<file path="src/hw/rtl/ckb_pkg.sv">
`default_nettype none
package ckb_pkg;

    localparam int PIXEL_BITS     = 16;
    localparam int COORD_BITS     = 12;
    localparam int ALPHA_BITS     = 8;
    localparam int SIZE_BITS      = COORD_BITS + 1;
    localparam int ANCHOR_BITS    = COORD_BITS + 2;
    localparam int POS_BITS       = ANCHOR_BITS + 2;
    localparam int MODE_BITS      = 2;
    localparam int CFG_INDEX_BITS = 4;
    localparam int CFG_DATA_BITS  = ANCHOR_BITS;

    localparam logic [CFG_INDEX_BITS-1:0] REG_SCREEN_WIDTH   = CFG_INDEX_BITS'(0);
    localparam logic [CFG_INDEX_BITS-1:0] REG_SCREEN_HEIGHT  = CFG_INDEX_BITS'(1);
    localparam logic [CFG_INDEX_BITS-1:0] REG_ANCHOR_X       = CFG_INDEX_BITS'(2);
    localparam logic [CFG_INDEX_BITS-1:0] REG_ANCHOR_Y       = CFG_INDEX_BITS'(3);
    localparam logic [CFG_INDEX_BITS-1:0] REG_GRAPHIC_WIDTH  = CFG_INDEX_BITS'(4);
    localparam logic [CFG_INDEX_BITS-1:0] REG_GRAPHIC_HEIGHT = CFG_INDEX_BITS'(5);
    localparam logic [CFG_INDEX_BITS-1:0] REG_BLIT_MODE      = CFG_INDEX_BITS'(6);
    localparam logic [CFG_INDEX_BITS-1:0] REG_KEY_VALUE      = CFG_INDEX_BITS'(7);

    localparam logic [SIZE_BITS-1:0] SCREEN_WIDTH_RESET  = SIZE_BITS'(640);
    localparam logic [SIZE_BITS-1:0] SCREEN_HEIGHT_RESET = SIZE_BITS'(480);

    localparam int MODE_CENTER_BIT = 0;
    localparam int MODE_KEY_BIT    = 1;

    localparam logic [COORD_BITS-1:0] COUNT_MAX = {COORD_BITS{1'b1}};

    typedef struct packed {
        logic [SIZE_BITS-1:0]   screen_width;
        logic [SIZE_BITS-1:0]   screen_height;
        logic [ANCHOR_BITS-1:0] anchor_x;
        logic [ANCHOR_BITS-1:0] anchor_y;
        logic [SIZE_BITS-1:0]   graphic_width;
        logic [SIZE_BITS-1:0]   graphic_height;
        logic [MODE_BITS-1:0]   blit_mode;
        logic [ALPHA_BITS-1:0]  key_value;
    } cfg_t;

    typedef struct packed {
        logic [PIXEL_BITS-1:0] pixel;
        logic [ALPHA_BITS-1:0] alpha;
        logic [COORD_BITS-1:0] column;
        logic [COORD_BITS-1:0] row;
        logic                  last;
    } src_t;

    typedef struct packed {
        logic                  write_enable;
        logic [COORD_BITS-1:0] dest_x;
        logic [COORD_BITS-1:0] dest_y;
        logic [PIXEL_BITS-1:0] pixel;
        logic                  last;
    } res_t;

endpackage
`default_nettype wire

</file>
<file path="src/hw/rtl/ckb_cfg.sv">
`default_nettype none
module ckb_cfg (
    input  wire logic                              clk,
    input  wire logic                              rst_n,
    input  wire logic                              wr_en,
    input  wire logic [ckb_pkg::CFG_INDEX_BITS-1:0] wr_index,
    input  wire logic [ckb_pkg::CFG_DATA_BITS-1:0]  wr_data,
    output ckb_pkg::cfg_t                          cfg
);
    import ckb_pkg::*;

    cfg_t cfg_reg;

    always_ff @(posedge clk or negedge rst_n)
    begin
        if (!rst_n)
        begin
            cfg_reg.screen_width   <= SCREEN_WIDTH_RESET;
            cfg_reg.screen_height  <= SCREEN_HEIGHT_RESET;
            cfg_reg.anchor_x       <= '0;
            cfg_reg.anchor_y       <= '0;
            cfg_reg.graphic_width  <= '0;
            cfg_reg.graphic_height <= '0;
            cfg_reg.blit_mode      <= '0;
            cfg_reg.key_value      <= '0;
        end
        else if (wr_en)
        begin
            case (wr_index)
                REG_SCREEN_WIDTH:   cfg_reg.screen_width   <= wr_data[SIZE_BITS-1:0];
                REG_SCREEN_HEIGHT:  cfg_reg.screen_height  <= wr_data[SIZE_BITS-1:0];
                REG_ANCHOR_X:       cfg_reg.anchor_x       <= wr_data[ANCHOR_BITS-1:0];
                REG_ANCHOR_Y:       cfg_reg.anchor_y       <= wr_data[ANCHOR_BITS-1:0];
                REG_GRAPHIC_WIDTH:  cfg_reg.graphic_width  <= wr_data[SIZE_BITS-1:0];
                REG_GRAPHIC_HEIGHT: cfg_reg.graphic_height <= wr_data[SIZE_BITS-1:0];
                REG_BLIT_MODE:      cfg_reg.blit_mode      <= wr_data[MODE_BITS-1:0];
                REG_KEY_VALUE:      cfg_reg.key_value      <= wr_data[ALPHA_BITS-1:0];
                default:            cfg_reg                <= cfg_reg;
            endcase
        end
    end

    assign cfg = cfg_reg;

endmodule
`default_nettype wire

</file>
<file path="src/hw/rtl/ckb_pos.sv">
`default_nettype none
module ckb_pos (
    input  wire logic                          clk,
    input  wire logic                          rst_n,
    input  wire logic                          advance,
    input  wire ckb_pkg::cfg_t                 cfg,
    output logic [ckb_pkg::COORD_BITS-1:0]     column,
    output logic [ckb_pkg::COORD_BITS-1:0]     row,
    output logic                               last
);
    import ckb_pkg::*;

    logic [COORD_BITS-1:0] column_reg;
    logic [COORD_BITS-1:0] row_reg;
    logic [COORD_BITS-1:0] column_next;
    logic [COORD_BITS-1:0] row_next;
    logic                  row_end;

    assign row_end = (({1'b0, column_reg} + SIZE_BITS'(1)) >= cfg.graphic_width)
                     || (column_reg == COUNT_MAX);
    assign last    = row_end && (((({1'b0, row_reg} + SIZE_BITS'(1)) >= cfg.graphic_height))
                     || (row_reg == COUNT_MAX));

    always_comb
    begin
        column_next = column_reg;
        row_next    = row_reg;
        if (last)
        begin
            column_next = '0;
            row_next    = '0;
        end
        else if (row_end)
        begin
            column_next = '0;
            row_next    = row_reg + COORD_BITS'(1);
        end
        else
        begin
            column_next = column_reg + COORD_BITS'(1);
        end
    end

    always_ff @(posedge clk or negedge rst_n)
    begin
        if (!rst_n)
        begin
            column_reg <= '0;
            row_reg    <= '0;
        end
        else if (advance)
        begin
            column_reg <= column_next;
            row_reg    <= row_next;
        end
    end

    assign column = column_reg;
    assign row    = row_reg;

endmodule
`default_nettype wire

</file>
<file path="src/hw/rtl/ckb_clip.sv">
`default_nettype none
module ckb_clip (
    input  wire ckb_pkg::src_t src,
    input  wire ckb_pkg::cfg_t cfg,
    output ckb_pkg::res_t      res
);
    import ckb_pkg::*;

    logic [POS_BITS-1:0] anchor_x_ext;
    logic [POS_BITS-1:0] anchor_y_ext;
    logic [POS_BITS-1:0] half_x;
    logic [POS_BITS-1:0] half_y;
    logic [POS_BITS-1:0] dx;
    logic [POS_BITS-1:0] dy;
    logic                visible;
    logic                keyed_out;

    function automatic logic on_axis(input logic [POS_BITS-1:0] pos,
                                     input logic [SIZE_BITS-1:0] limit);
        logic below;
        below = pos < {{(POS_BITS-SIZE_BITS){1'b0}}, limit};
        return !pos[POS_BITS-1] && below && (pos[POS_BITS-1:COORD_BITS] == '0);
    endfunction

    assign anchor_x_ext = {{(POS_BITS-ANCHOR_BITS){cfg.anchor_x[ANCHOR_BITS-1]}}, cfg.anchor_x};
    assign anchor_y_ext = {{(POS_BITS-ANCHOR_BITS){cfg.anchor_y[ANCHOR_BITS-1]}}, cfg.anchor_y};

    always_comb
    begin
        half_x = '0;
        half_y = '0;
        if (cfg.blit_mode[MODE_CENTER_BIT])
        begin
            half_x = {{(POS_BITS-SIZE_BITS+1){1'b0}}, cfg.graphic_width[SIZE_BITS-1:1]};
            half_y = {{(POS_BITS-SIZE_BITS+1){1'b0}}, cfg.graphic_height[SIZE_BITS-1:1]};
        end
    end

    assign dx = anchor_x_ext + {{(POS_BITS-COORD_BITS){1'b0}}, src.column} - half_x;
    assign dy = anchor_y_ext + {{(POS_BITS-COORD_BITS){1'b0}}, src.row} - half_y;

    assign visible   = on_axis(dx, cfg.screen_width) && on_axis(dy, cfg.screen_height);
    assign keyed_out = cfg.blit_mode[MODE_KEY_BIT] && (src.alpha == cfg.key_value);

    always_comb
    begin
        res.write_enable = visible && !keyed_out;
        res.dest_x       = res.write_enable ? dx[COORD_BITS-1:0] : '0;
        res.dest_y       = res.write_enable ? dy[COORD_BITS-1:0] : '0;
        res.pixel        = src.pixel;
        res.last         = src.last;
    end

endmodule
`default_nettype wire

</file>
<file path="src/hw/rtl/clipped_keyed_blit_core.sv">
// Clipped, optionally centered and alpha-keyed 2D blit of a raster-ordered graphic.
// Input channel: in_valid / in_stall with pixel_value and alpha_byte, one source
// pixel per transaction in raster order; a row/column counter tracks its place.
// Output channel: out_valid / out_stall with write_enable, dest_x, dest_y,
// pixel_out and last_pixel, one transaction per input transaction, in order.
// Configuration: cfg_valid / cfg_ready with cfg_index and cfg_data; cfg_ready is
// always high. Write registers only while no transaction is in flight.
// Path: an accepted pixel passes the input register, then the result register,
// before it is offered on the output. Throughput: one pixel per cycle while
// the receiver does not stall, set by the two-stage register pipeline.
// When the receiver stalls, the result register holds, the input register
// fills, and in_stall rises; it falls in the cycle the output is taken.
// Reset clears both counters, the pipeline valids and loads register defaults
// (screen 640 x 480, everything else zero).
`default_nettype none
module clipped_keyed_blit_core (
    input  wire logic                              clk,
    input  wire logic                              rst_n,
    input  wire logic                              in_valid,
    output logic                                   in_stall,
    input  wire logic [ckb_pkg::PIXEL_BITS-1:0]     pixel_value,
    input  wire logic [ckb_pkg::ALPHA_BITS-1:0]     alpha_byte,
    output logic                                   out_valid,
    input  wire logic                              out_stall,
    output logic                                   write_enable,
    output logic [ckb_pkg::COORD_BITS-1:0]         dest_x,
    output logic [ckb_pkg::COORD_BITS-1:0]         dest_y,
    output logic [ckb_pkg::PIXEL_BITS-1:0]         pixel_out,
    output logic                                   last_pixel,
    input  wire logic                              cfg_valid,
    output logic                                   cfg_ready,
    input  wire logic [ckb_pkg::CFG_INDEX_BITS-1:0] cfg_index,
    input  wire logic [ckb_pkg::CFG_DATA_BITS-1:0]  cfg_data
);
    import ckb_pkg::*;

    cfg_t                  cfg;
    logic                  in_accept;
    logic [COORD_BITS-1:0] column;
    logic [COORD_BITS-1:0] row;
    logic                  last;
    src_t                  src_reg;
    src_t                  src_next;
    logic                  src_valid_reg;
    res_t                  res;
    res_t                  res_reg;
    logic                  out_valid_reg;
    logic                  out_free;
    logic                  src_move;

    assign cfg_ready = 1'b1;

    ckb_cfg u_cfg (
        .clk      (clk),
        .rst_n    (rst_n),
        .wr_en    (cfg_valid && cfg_ready),
        .wr_index (cfg_index),
        .wr_data  (cfg_data),
        .cfg      (cfg)
    );

    ckb_pos u_pos (
        .clk     (clk),
        .rst_n   (rst_n),
        .advance (in_accept),
        .cfg     (cfg),
        .column  (column),
        .row     (row),
        .last    (last)
    );

    ckb_clip u_clip (
        .src (src_reg),
        .cfg (cfg),
        .res (res)
    );

    assign out_free  = !out_valid_reg || !out_stall;
    assign src_move  = src_valid_reg && out_free;
    assign in_stall  = src_valid_reg && !out_free;
    assign in_accept = in_valid && !in_stall;

    always_comb
    begin
        src_next.pixel  = pixel_value;
        src_next.alpha  = alpha_byte;
        src_next.column = column;
        src_next.row    = row;
        src_next.last   = last;
    end

    // advance the input stage
    always_ff @(posedge clk or negedge rst_n)
    begin
        if (!rst_n)
        begin
            src_valid_reg <= 1'b0;
        end
        else if (in_accept)
        begin
            src_valid_reg <= 1'b1;
        end
        else if (src_move)
        begin
            src_valid_reg <= 1'b0;
        end
    end

    always_ff @(posedge clk)
    begin
        if (in_accept)
        begin
            src_reg <= src_next;
        end
    end

    // advance the result stage; hold while stalled
    always_ff @(posedge clk or negedge rst_n)
    begin
        if (!rst_n)
        begin
            out_valid_reg <= 1'b0;
        end
        else if (out_free)
        begin
            out_valid_reg <= src_valid_reg;
        end
    end

    always_ff @(posedge clk)
    begin
        if (src_move)
        begin
            res_reg <= res;
        end
    end

    assign out_valid    = out_valid_reg;
    assign write_enable = res_reg.write_enable;
    assign dest_x       = res_reg.dest_x;
    assign dest_y       = res_reg.dest_y;
    assign pixel_out    = res_reg.pixel;
    assign last_pixel   = res_reg.last;

endmodule
`default_nettype wire
</file>
<file path="config.mk">
export PLATFORM = sky130hd
export DESIGN_NAME = clipped_keyed_blit_core
export DESIGN_NICKNAME = d
export VERILOG_FILES = /design/src/hw/rtl/ckb_pkg.sv /design/src/hw/rtl/ckb_cfg.sv /design/src/hw/rtl/ckb_pos.sv /design/src/hw/rtl/ckb_clip.sv /design/src/hw/rtl/clipped_keyed_blit_core.sv
export SDC_FILE = /design/constraint.sdc
export NUM_CORES = 1
export LEC_CHECK = 0
export ABC_AREA = 0
export BUFFER_PORTS_ARGS = -buffer_cell sky130_fd_sc_hd__buf_2
export CAP_MARGIN = 5
export CELL_PAD_IN_SITES_DETAIL_PLACEMENT = 0
export CELL_PAD_IN_SITES_GLOBAL_PLACEMENT = 1
export CORE_ASPECT_RATIO = 0.8
export CORE_UTILIZATION = 49
export DETAILED_ROUTE_END_ITERATION = 12
export PLACE_DENSITY = 0.78
export SYNTH_ARGS = -nofsm -noshare
export SYNTH_HDL_FRONTEND = slang
export SYNTH_HIERARCHICAL = 1
export SYNTH_SLANG_ARGS = --single-unit
export TNS_END_PERCENT = 10
</file>
<file path="constraint.sdc">
create_clock -name clk -period 6.4 [get_ports clk]
set_clock_uncertainty 0.05 [all_clocks]
set_input_delay 0.64 -clock clk [delete_from_list [all_inputs] [get_ports clk]]
set_output_delay 0.64 -clock clk [all_outputs]
set_load 0.02 [all_outputs]
</file>
==> reports/metrics.yaml <==
status:
  status: "completed"
layout:
  syn2layout_area_growth_pct: 11.6
  num-nets-final: 1239
  largest_reg_flops: 90
  fillers: 2006
  drive_above_1_share: 0.245
sta:
  setup_tns_ns: 0
  setup_ws_ns: 0.859
  slew_headroom: 0.212
  period_needed_ns: 5.54
  rsz0062_at_grt: "no"
  setup_viol: 0
  fmax_mhz: 180
  fin_crit_sh: 0.866
  final-hold-violation-count: 0
  worst_slew_pin_slew_ns: 1.16
  maxSlewViolCount: 0
worst_setup_path:
  cp.required_ns: 6.65
  r2r_slack_ns: 0.86
  crit_chain: "ha_1, fa_1, a211oi_1, o21ai_2, a31oi_2, o21bai_1, a21oi_1, xnor2_1, ha_1, nand2_1, a2111oi_0, o21a_1, nor2_1, xnor2_1, ha_1, a211oi_1, nand3_1, a2111oi_0, nand3b_1, buf_4, nor4b_1"
  crit_path_end_kind: "flip-flop"
  regToRegEndpoint: "dest_x[2]"
  critPathMaxFanout: 25
  r2r-start: "src_reg[1]"
  setup.worst_path.class: "reg2reg"
  max_stage_delay_ns: 0.42
  cp_data_arrival_time_ns: 5.79
  cpLargestDelayFamily: "compound AO/OA/AOI/OAI gates"
  startpoint_type: "flip-flop"
  cp_common_cell: "ha_1"
  worst-path-buf-inv: 1
  crit_slowest_cell: "fa_1"
  reg2reg_depth: 21
global_routing:
  grt_start_max_net_pins: 76
  globalRouteOverflowTotal: 0
  antenna_found_initial: 2
  grt_usage: 0.221
  grt_pass1_vias: 7448
  grt_first_pass_wirelength_um: 42500
synth:
  synth_top_area_frac: 0.231
  syn_nets: 1160
  synth_seq_cells: 207
  syn_area_mm2: 0.0119
  netlist_instances: 1009
  synth-main-ff-cell: "dfrtp_1"
  synth_edf_count: 91
  synthTopCellsByArea: "dfrtp_1, edfxtp_1, ha_1, mux2_2, xnor2_1"
  yosysTopAreaCell: "dfrtp_1"
  syn_area_per_cell_um2: 11.8
  yosys_warnings: 6
  synth_commonest_cells: "dfrtp_1, ha_1, edfxtp_1, mux2_2"
  synth.distinct_cells: 76
  synthMostInstantiatedCell: "dfrtp_1"
  async_reset_ff_frac: 0.560
  ys_seq_area_frac: 0.474
clock_network:
  clockBufferDepth: 3
  cts_setup_buffers: 0
  clk_pin_slew_worst_paths_ns: 0.06
  cts_hold_buf: 0
  cts_sinks: 207
  ctsHtreeMaxLevel: 1
  clk_latency_ns: 0.51
  cts_resized: 0
  cts_root_buf: "clkbuf_16"
  cts_made_buffers: 23
  cts_tree: "yes"
route:
  ant_nets: 0
  vias_per_cell: 5.55
  num_vias: 7864
  dr.pass1.iters: 5
  first_iter_violations: 552
  drc_errors: 0
  wire_per_inst_um: 19.0
  routed_wl_um: 26900
pwr:
  design_power_total_mw: 5.99
  ir_worst_vdd_v: 0.000208
  power.density_mw_per_mm2: 451
  p_leak_nw: 5.75
floorplanning:
  initial_utilization: 0.504
  die_area_mm2: 0.0249
  core_area_mm2: 0.0236
  io_pins: 92
  die_width_um: 176
  die_h_um: 141
  rows: 50
placement:
  gp_congestion: 0.822
  place.port_buffers: 90
  hpwl_um: 19500
  dp_slack_ns: 0.953
job:
  drv_cap: 0
hold_path:
  hp-class: "in2async"
-- how the worst max path moves through the flow --
stage               startpoint         end  slack (ns)  cells after the start
floorplan           src_reg[1]  dest_x[10]        1.61                     21
global placement    src_reg[1]  dest_y[11]        1.08                     21
detailed placement  src_reg[1]   dest_x[2]        0.95                     21
CTS                 src_reg[1]   dest_x[2]        0.88                     21
global route        src_reg[1]   dest_x[4]        0.44                     21
finish              src_reg[1]   dest_x[2]        0.86                     21
-- where the power goes --
group          total, mW  internal (mW)  switching [mW]
Clock               1.36          0.832           0.524
Sequential          1.80           1.63           0.171
Combinational       2.84           1.20            1.63
Total               5.99           3.66            2.33
-- cell families after synthesis --
family          after synthesis  synth area share
compound gates              185             0.106
xor+xnor                     73            0.0543
fa+ha+maj                   104             0.112
buf+inv                     111            0.0469
flops                       207             0.474
mux                          93            0.0877
other cells                   1          0.000315
simple gates                235             0.119
-- area by class of cell --
| class | count | area (µm²) | share of cell area |
|---|---|---|---|
| Clock inverter | 11 | 154 | 0.0116 |
| Sequential cell | 207 | 5640 | 0.425 |
| Tap cell | 312 | 390 | 0.0294 |
| Multi-Input combinational cell | 691 | 5740 | 0.432 |
| Antenna cell | 1 | 2.50 | 0.000188 |
| Timing Repair Buffer | 95 | 490 | 0.0369 |
| Clock buffer | 30 | 612 | 0.0460 |
| Inverter | 70 | 263 | 0.0198 |
-- per-layer routing --
layer  GRT usage  routed length, µm
met5           0                 13
met4      0.0449                494
met3      0.0362               1380
met2       0.303              10600
met1       0.360              14400
-- stage by stage --
stage          hold WS, ns  std cells  area (µm²)   util
2_1_floorplan        0.294       1009       11900      -
3_3_place_gp         0.351       1375       12500  0.530
3_5_place_dp         0.355       1375       12500  0.530
4_1_cts              0.238       1416       13300  0.562
5_1_grt              0.236       1416       13300  0.562
6_report             0.260       1417       13300  0.562
-- cell usage in the layout (no fill, tap or decap), types with 6 or more instances in the layout --
cell	count
inv_1	70
nand2_1	70
o21a_1	8
xnor2_1	47
a211oi_1	12
mux2_2	91
nand3_1	21
a21oi_1	48
o21ai_0	35
buf_4	6
and2_1	6
xor2_1	25
ha_1	100
dfrtp_1	110
nor2b_1	13
nor2_1	36
clkbuf_1	6
edfxtp_1	91
buf_2	89
o31ai_1	6
nor3_1	10
nand4_1	13
a21o_1	14
a21boi_0	6
nand2b_1	9
dfstp_2	6
clkbuf_16	23
nor4b_2	13
o21bai_1	6
a22o_1	7
and3_1	7
Power figures use the tool's default switching activity.
